--- src/hdl/pdw_pkg.sv ---
package pdw_pkg;

    localparam logic [7:0] CH_PERCENT = 8'h25;
    localparam logic [7:0] CH_PLUS    = 8'h2B;
    localparam logic [7:0] CH_SPACE   = 8'h20;

    localparam int unsigned MAX_RESULTS = 3;

    typedef enum logic [1:0] {
        PH_IDLE  = 2'd0,
        PH_PCT   = 2'd1,
        PH_DIGIT = 2'd2
    } phase_t;

    typedef struct packed {
        logic [7:0] in_byte;
        logic       end_of_message;
    } in_t;

    typedef struct packed {
        logic [7:0] out_byte;
        logic       run_last;
        logic       message_done;
    } out_t;

    // Results of one input transaction, handed from decoder to serializer.
    typedef struct packed {
        logic [MAX_RESULTS-1:0][7:0] bytes;
        logic [1:0]                  count;
        logic                        eom;
    } group_t;

    function automatic logic is_hex(input logic [7:0] c);
        return (c >= 8'd48 && c <= 8'd57) || (c >= 8'd97 && c <= 8'd102) ||
               (c >= 8'd65 && c <= 8'd70);
    endfunction

    function automatic logic [3:0] hex_val(input logic [7:0] c);
        logic [7:0] v;
        v = 8'd0;
        if (c >= 8'd48 && c <= 8'd57) begin
            v = c - 8'd48;
        end else if (c >= 8'd97 && c <= 8'd102) begin
            v = c - 8'd87;
        end else if (c >= 8'd65 && c <= 8'd70) begin
            v = c - 8'd55;
        end
        return v[3:0];
    endfunction

    function automatic logic keep_literal(input logic [7:0] v);
        return (v >= 8'd48 && v <= 8'd57) || (v >= 8'd97 && v <= 8'd122) ||
               (v >= 8'd65 && v <= 8'd90) || v == 8'h21 || v == 8'h24 ||
               (v >= 8'h26 && v <= 8'h2F) || v == 8'h3A || v == 8'h3B ||
               v == 8'h3D || v == 8'h3F || v == 8'h40 || v == 8'h5F;
    endfunction

endpackage

--- src/hdl/percent_decoder_whitelist.sv ---
// Registers: the input register holds a transaction, then the serializer register its results.
// Throughput: one input transaction per cycle while each yields at most one result and
// m_ready stays high; a transaction with k results (k up to 3) holds the output register
// until the one-result-per-cycle serializer has sent all k. Results of zero take no output slot.
// Reset (aresetn low, synchronous): both stages empty, nothing pending, held digit zero.
module percent_decoder_whitelist (
    input  logic          aclk,
    input  logic          aresetn,
    input  logic          s_valid,
    output logic          s_ready,
    input  pdw_pkg::in_t  s_data,
    output logic          m_valid,
    input  logic          m_ready,
    output pdw_pkg::out_t m_data
);

    logic            in_valid_reg;
    pdw_pkg::in_t    in_data_reg;
    pdw_pkg::phase_t phase_reg;
    logic [7:0]      held_reg;
    pdw_pkg::phase_t phase_next;
    logic [7:0]      held_next;
    pdw_pkg::group_t grp;
    logic            grp_valid;
    logic            grp_ready;
    logic            in_consume;

    // Drop the input register once its results are handed over (or there are none).
    assign in_consume = in_valid_reg && (grp.count == 2'd0 || grp_ready);
    assign grp_valid  = in_valid_reg && grp.count != 2'd0;
    assign s_ready    = !in_valid_reg || in_consume;

    always_ff @(posedge aclk) begin
        if (!aresetn) begin
            in_valid_reg <= 1'b0;
            phase_reg    <= pdw_pkg::PH_IDLE;
            held_reg     <= 8'd0;
        end else begin
            if (s_ready) begin
                in_valid_reg <= s_valid;
            end
            if (in_consume) begin
                phase_reg <= phase_next;
                held_reg  <= held_next;
            end
        end
    end

    always_ff @(posedge aclk) begin
        if (s_valid && s_ready) begin
            in_data_reg <= s_data;
        end
    end

    pdw_decode u_decode (
        .phase_reg  (phase_reg),
        .held_reg   (held_reg),
        .in_data    (in_data_reg),
        .phase_next (phase_next),
        .held_next  (held_next),
        .grp        (grp)
    );

    pdw_serializer u_serializer (
        .aclk      (aclk),
        .aresetn   (aresetn),
        .grp_valid (grp_valid),
        .grp_ready (grp_ready),
        .grp       (grp),
        .m_valid   (m_valid),
        .m_ready   (m_ready),
        .m_data    (m_data)
    );

endmodule

--- src/hdl/pdw_decode.sv ---
module pdw_decode (
    input  pdw_pkg::phase_t phase_reg,
    input  logic [7:0]      held_reg,
    input  pdw_pkg::in_t    in_data,
    output pdw_pkg::phase_t phase_next,
    output logic [7:0]      held_next,
    output pdw_pkg::group_t grp
);

    logic [7:0]      c;
    logic            c_hex;
    logic [7:0]      esc_val;
    pdw_pkg::phase_t phase_mid;
    logic [7:0]      held_mid;
    logic [pdw_pkg::MAX_RESULTS-1:0][7:0] b;
    logic [1:0]      n;

    assign c       = in_data.in_byte;
    assign c_hex   = pdw_pkg::is_hex(c);
    assign esc_val = {pdw_pkg::hex_val(held_reg), pdw_pkg::hex_val(c)};

    // State after the byte itself, before the end-of-message flush.
    always_comb begin
        phase_mid = (c == pdw_pkg::CH_PERCENT) ? pdw_pkg::PH_PCT : pdw_pkg::PH_IDLE;
        held_mid  = 8'd0;
        unique case (phase_reg)
            pdw_pkg::PH_PCT: begin
                if (c_hex) begin
                    phase_mid = pdw_pkg::PH_DIGIT;
                    held_mid  = c;
                end else begin
                    held_mid = held_reg;
                end
            end
            pdw_pkg::PH_DIGIT: begin
                if (c_hex) begin
                    phase_mid = pdw_pkg::PH_IDLE;
                end
            end
            default: begin
                held_mid = held_reg;
            end
        endcase
    end

    always_comb begin
        if (in_data.end_of_message) begin
            phase_next = pdw_pkg::PH_IDLE;
            held_next  = 8'd0;
        end else begin
            phase_next = phase_mid;
            held_next  = held_mid;
        end
    end

    // Append results in order; at most three can arise.
    always_comb begin
        b = '0;
        n = 2'd0;
        unique case (phase_reg)
            pdw_pkg::PH_PCT: begin
                if (!c_hex) begin
                    b[n] = pdw_pkg::CH_PERCENT;
                    n    = n + 2'd1;
                    if (c == pdw_pkg::CH_PLUS) begin
                        b[n] = pdw_pkg::CH_SPACE;
                        n    = n + 2'd1;
                    end else if (c != pdw_pkg::CH_PERCENT) begin
                        b[n] = c;
                        n    = n + 2'd1;
                    end
                end
            end
            pdw_pkg::PH_DIGIT: begin
                if (c_hex) begin
                    if (!pdw_pkg::keep_literal(esc_val)) begin
                        b[0] = esc_val;
                        n    = 2'd1;
                    end else begin
                        b[0] = pdw_pkg::CH_PERCENT;
                        b[1] = held_reg;
                        b[2] = c;
                        n    = 2'd3;
                    end
                end else begin
                    b[0] = pdw_pkg::CH_PERCENT;
                    b[1] = held_reg;
                    n    = 2'd2;
                    if (c == pdw_pkg::CH_PLUS) begin
                        b[2] = pdw_pkg::CH_SPACE;
                        n    = 2'd3;
                    end else if (c != pdw_pkg::CH_PERCENT) begin
                        b[2] = c;
                        n    = 2'd3;
                    end
                end
            end
            default: begin
                if (c == pdw_pkg::CH_PLUS) begin
                    b[0] = pdw_pkg::CH_SPACE;
                    n    = 2'd1;
                end else if (c != pdw_pkg::CH_PERCENT) begin
                    b[0] = c;
                    n    = 2'd1;
                end
            end
        endcase

        // Flush whatever is still pending at the end of the message.
        if (in_data.end_of_message) begin
            if (phase_mid == pdw_pkg::PH_PCT && n < 2'd3) begin
                b[n] = pdw_pkg::CH_PERCENT;
                n    = n + 2'd1;
            end else if (phase_mid == pdw_pkg::PH_DIGIT) begin
                if (n < 2'd3) begin
                    b[n] = pdw_pkg::CH_PERCENT;
                    n    = n + 2'd1;
                end
                if (n < 2'd3) begin
                    b[n] = held_mid;
                    n    = n + 2'd1;
                end
            end
        end
    end

    assign grp.bytes = b;
    assign grp.count = n;
    assign grp.eom   = in_data.end_of_message;

endmodule

--- src/hdl/pdw_serializer.sv ---
module pdw_serializer (
    input  logic            aclk,
    input  logic            aresetn,
    input  logic            grp_valid,
    output logic            grp_ready,
    input  pdw_pkg::group_t grp,
    output logic            m_valid,
    input  logic            m_ready,
    output pdw_pkg::out_t   m_data
);

    logic                                     valid_reg;
    logic [1:0]                               idx_reg;
    logic [pdw_pkg::MAX_RESULTS-1:0][7:0]     bytes_reg;
    logic [1:0]                               cnt_reg;
    logic                                     eom_reg;
    logic                                     is_last;
    logic                                     load;

    assign is_last   = (idx_reg == cnt_reg - 2'd1);
    assign grp_ready = !valid_reg || (m_ready && is_last);
    assign load      = grp_valid && grp_ready;

    always_ff @(posedge aclk) begin
        if (!aresetn) begin
            valid_reg <= 1'b0;
            idx_reg   <= 2'd0;
        end else if (load) begin
            valid_reg <= 1'b1;
            idx_reg   <= 2'd0;
        end else if (valid_reg && m_ready) begin
            if (is_last) begin
                valid_reg <= 1'b0;
            end else begin
                idx_reg <= idx_reg + 2'd1;
            end
        end
    end

    always_ff @(posedge aclk) begin
        if (load) begin
            bytes_reg <= grp.bytes;
            cnt_reg   <= grp.count;
            eom_reg   <= grp.eom;
        end
    end

    assign m_valid             = valid_reg;
    assign m_data.out_byte     = bytes_reg[idx_reg];
    assign m_data.run_last     = is_last;
    assign m_data.message_done = is_last && eom_reg;

endmodule

--- config.mk ---
export PLATFORM = sky130hd
export DESIGN_NAME = percent_decoder_whitelist
export DESIGN_NICKNAME = d
export VERILOG_FILES = /design/src/hdl/pdw_pkg.sv /design/src/hdl/percent_decoder_whitelist.sv /design/src/hdl/pdw_decode.sv /design/src/hdl/pdw_serializer.sv
export SDC_FILE = /design/constraint.sdc
export NUM_CORES = 1
export LEC_CHECK = 0
export BUFFER_PORTS_ARGS = -buffer_cell sky130_fd_sc_hd__buf_2
export CORE_ASPECT_RATIO = 1.2
export CORE_MARGIN = 4
export CORE_UTILIZATION = 50
export CTS_CLUSTER_DIAMETER = 60
export DETAILED_ROUTE_END_ITERATION = 6
export PLACE_DENSITY = 0.67
export SYNTH_ARGS = -nofsm -noshare
export SYNTH_HDL_FRONTEND = slang
export SYNTH_SLANG_ARGS = --single-unit
--- constraint.sdc ---
create_clock -name aclk -period 7 [get_ports aclk]
set_input_delay 1.4 -clock aclk [delete_from_list [all_inputs] [get_ports aclk]]
set_output_delay 1.4 -clock aclk [all_outputs]
set_load 0.1 [all_outputs]
==> flow_summary.yaml <==
logic_synthesis:
  ys_seq_area_share_pct: 36.0
  synthesis.nets: 463
  syn_warnings: 0
  yosysUniqueCellTypes: 81
  yosys.area_share.xor_xnor_pct: 0.927
  dominant_combinational_cell_family_by_area_after_synthesis: "compound AO/OA/AOI/OAI gates"
  mappedNetlistArea_sq_um: 3780
  yosys.area_share.simple_pct: 22.3
  synth_top_area_cell: "edfxtp_1"
  adder_and_majority_cell_fraction_of_the_synthesized_area_pct: 5.63
  yosys.area.top_type_share_pct: 28.6
  synth-seq-cells: 50
  edff_count_synth: 36
  biggest_area_contributors_in_the_synthesized_netlist: "edfxtp_1 29%, dfxtp_1 7.4%, nand2_1 6.3%"
  synth_top_flop_cell: "edfxtp_1"
  synth_compound_area_share_pct: 27.0
  syn_area_per_cell_sq_um: 8.73
  postSynth.asyncResetShare_pct: 0
  post_synth_inst_count: 433
  mux_contribution_to_synthesized_area_pct: 2.95
worst_setup_path:
  arrival_ns: 5.28
  startpoint: "in_data_reg[1]"
  slowest_stage: "edfxtp_1"
  path_max_fanout: 10
  crit-reg2reg-capture: "phase_reg[1]"
  timing.critical_path.to: "s_ready"
  worst_setup_path_end_kind: "primary output"
  timing.reg2reg.setup_slack_ns: 1.62
  regToRegStartpoint: "in_data_reg[1]"
  critical_path.max_stage_delay_ns: 0.52
  timing.critical_path.from_type: "flip-flop"
  setup.worst_path.class: "flip-flop to primary output"
  worst_path_cell_chain: "inv_1 -> ha_1 -> o21bai_1 -> a21oi_2 -> a21o_2 -> a2111oi_2 -> a31oi_1 -> o311a_2 -> o211ai_2 -> a32oi_2 -> inv_1 -> ha_1 -> nor3_2 -> o21ai_0 -> a211oi_1 -> o32ai_2 -> o211ai_2 -> and4_1 -> inv_2 -> buf_2"
  cp_data_required_time_ns: 5.60
  worst_r2r_path_depth: 20
sta:
  final_max_slew_violation_count: 0
  timing_worst_slew_pin_value_ns: 0.783
  relSlewSlack_pct: 47.3
  layout_worst_path_cycle_share_pct: 95.5
  fmaxAchievable_ghz: 0.150
  timing_hold_violations_final: 0
  setup_viol_count_final: 0
  final.setup_skew_ns: 0.00990
  finalWorstPathRequiredPeriod_ns: 6.68
clocking:
  cts_sinks: 50
  tritoncts: "yes"
  post_cts.repair.setup_buffers: 0
  cts_hold_repair.buffers: 0
  cts_root_buf: "clkbuf_8"
  clk_pin_slew_worst_paths_ns: 0.10
  cts.htree.levels: 2
  buffer_depth_of_the_longest_clock_path: 2
  clk-insertion-delay-late_ns: 0.32
  cts_made_buffers: 5
placed_design:
  gp_congestion: 0.964
  placed_cells: 531
  detailed_place_hpwl_microns: 8190
  placement.io_buffers: 24
detailed_routing:
  drt-vias-per-instance: 6.48
  postRouteWirelength_microns: 10800
  detail_route.drc_violations: 0
  drt_iter0_drc: 386
  number_of_nets_still_failing_antenna_checks_after_routing: 0
  routed_wire_length_per_instance_microns: 20.0
  vias: 3495
  dr.pass1.iters: 5
layout:
  num_antenna_cells: 0
  number_of_flip_flops_under_the_largest_register_name: 24
  layout_utilization_pct: 55.5
  synthToLayoutAreaGrowth_pct: 7.48
  final_nets: 478
  layout_common_cells: "63 x nand2_1, 42 x o21ai_0, 36 x edfxtp_1"
  drive_gt1_share_pct: 14.9
  number_of_fill_cells: 681
  final_common_cell: "nand2_1"
  fin_cells: 539
floorplanning:
  floorplan.initialDensity_pct: 51.7
  num_io_pins: 25
  die_area_sq_um: 9020
  die_width_microns: 87.4
  die_height_microns: 103
  coreArea_sq_um: 7320
  rows: 34
min_path:
  hp-start: "held_reg[7]"
  hp-class: "flip-flop to flip-flop"
global_route:
  first_pass_grt_wire_length_microns: 17200
  globalRoute.totalOverflow: 0
  number_of_antenna_violations_at_the_first_check_in_global_routing: 0
  grt_usage_pct: 24.6
  first_global_vias: 3320
  maximum_number_of_pins_on_one_net_before_global_route_repair: 28
power:
  power.ir.vdd_worst_uv: 103
  leakage_uw: 0.00146
  cellPowerDensity_nw_per_um2: 159
  finalPower_uw: 646
job:
  cap_viol_max_count: 0
status:
  run_status: "finished, final reports clean"
power breakdown:
part	switching [uW]	internal (uW)	total, uW
clock	107	106	213
sequential	12.8	328	341
combinational	68.3	23.4	91.7
total	188	458	646
worst min-delay path by stage:
| stage | end | slack, ns | cells after the start |
|---|---|---|---|
| finish | held_reg[7] | 0.48 | 2 |
| CTS | held_reg[7] | 0.48 | 2 |
| global placement | phase_reg[1] | 0.46 | 2 |
| detailed placement | held_reg[7] | 0.46 | 2 |
| global route | held_reg[7] | 0.50 | 2 |
| floorplan | held_reg[7] | 0.42 | 2 |
final cells by class:
class / count / area [sq um] / share of cell area [%]
inverters: 17 / 63.8 / 1.57
multi-input cells: 346 / 2260 / 55.7
well taps: 90 / 113 / 2.77
clock buffers: 5 / 68.8 / 1.69
repair buffers: 28 / 150 / 3.69
flip-flops and latches: 50 / 1360 / 33.5
clock inverters: 3 / 45.0 / 1.11
stage by stage:
step / setup TNS (ns) / worst slack (ns) / area (sq um) / hold WS [ns]
detailed placement: 0 / 0.492 / 3910 / 0.464
global placement: 0 / 0.708 / 3910 / 0.462
global route: -0.0307 / -0.0307 / 4060 / 0.504
floorplan: 0 / 1.09 / 3780 / 0.424
finish: 0 / 0.317 / 4060 / 0.481
CTS: 0 / 0.120 / 4030 / 0.479
synthesized netlist by cell type (all sizes together) (4+ instances only):
master / instances
a22oi: 8
nand4: 4
nor3: 5
nand2b: 4
buf: 8
nand3: 17
clkbuf: 12
and3: 6
o21ai: 42
edfxtp: 36
mux2i: 10
and2: 6
a21o: 8
a31oi: 8
inv: 17
a21oi: 28
nand2: 63
o211ai: 4
a32o: 4
or2: 4
o22ai: 4
ha: 17
dfxtp: 14
nor2: 35
nor2b: 6
timing repair:
item,4_1_cts,5_1_grt
hold endpoints to repair,0,0
endpoints found under the setup margin,0,1
gates resized for setup,0,6
kinds of logic (layout without fill, tap and decap cells):
family,after synthesis,count (layout)
xor+xnor,4,4
buf+inv,37,53
compound gates,146,146
flops,50,50
mux,11,11
simple gates,168,168
fa+ha+maj,17,17
layer usage:
layer  GRT usage, %  up-vias  wire [microns]
met5              0        -               0
met4           9.33        0             342
met3           3.33       38             819
met2           41.8      182            5240
met1           31.9     1624            4400
li1               -     1651               -
critical path, delay by kind of cell, from the launching register on:
kind	cells	cell delay, ns
compound gates	12	2.76
fa+ha+maj	2	0.52
buf+inv	4	0.78
flops	1	0.52
simple gates	2	0.36
(Power assumes the default switching activity.)
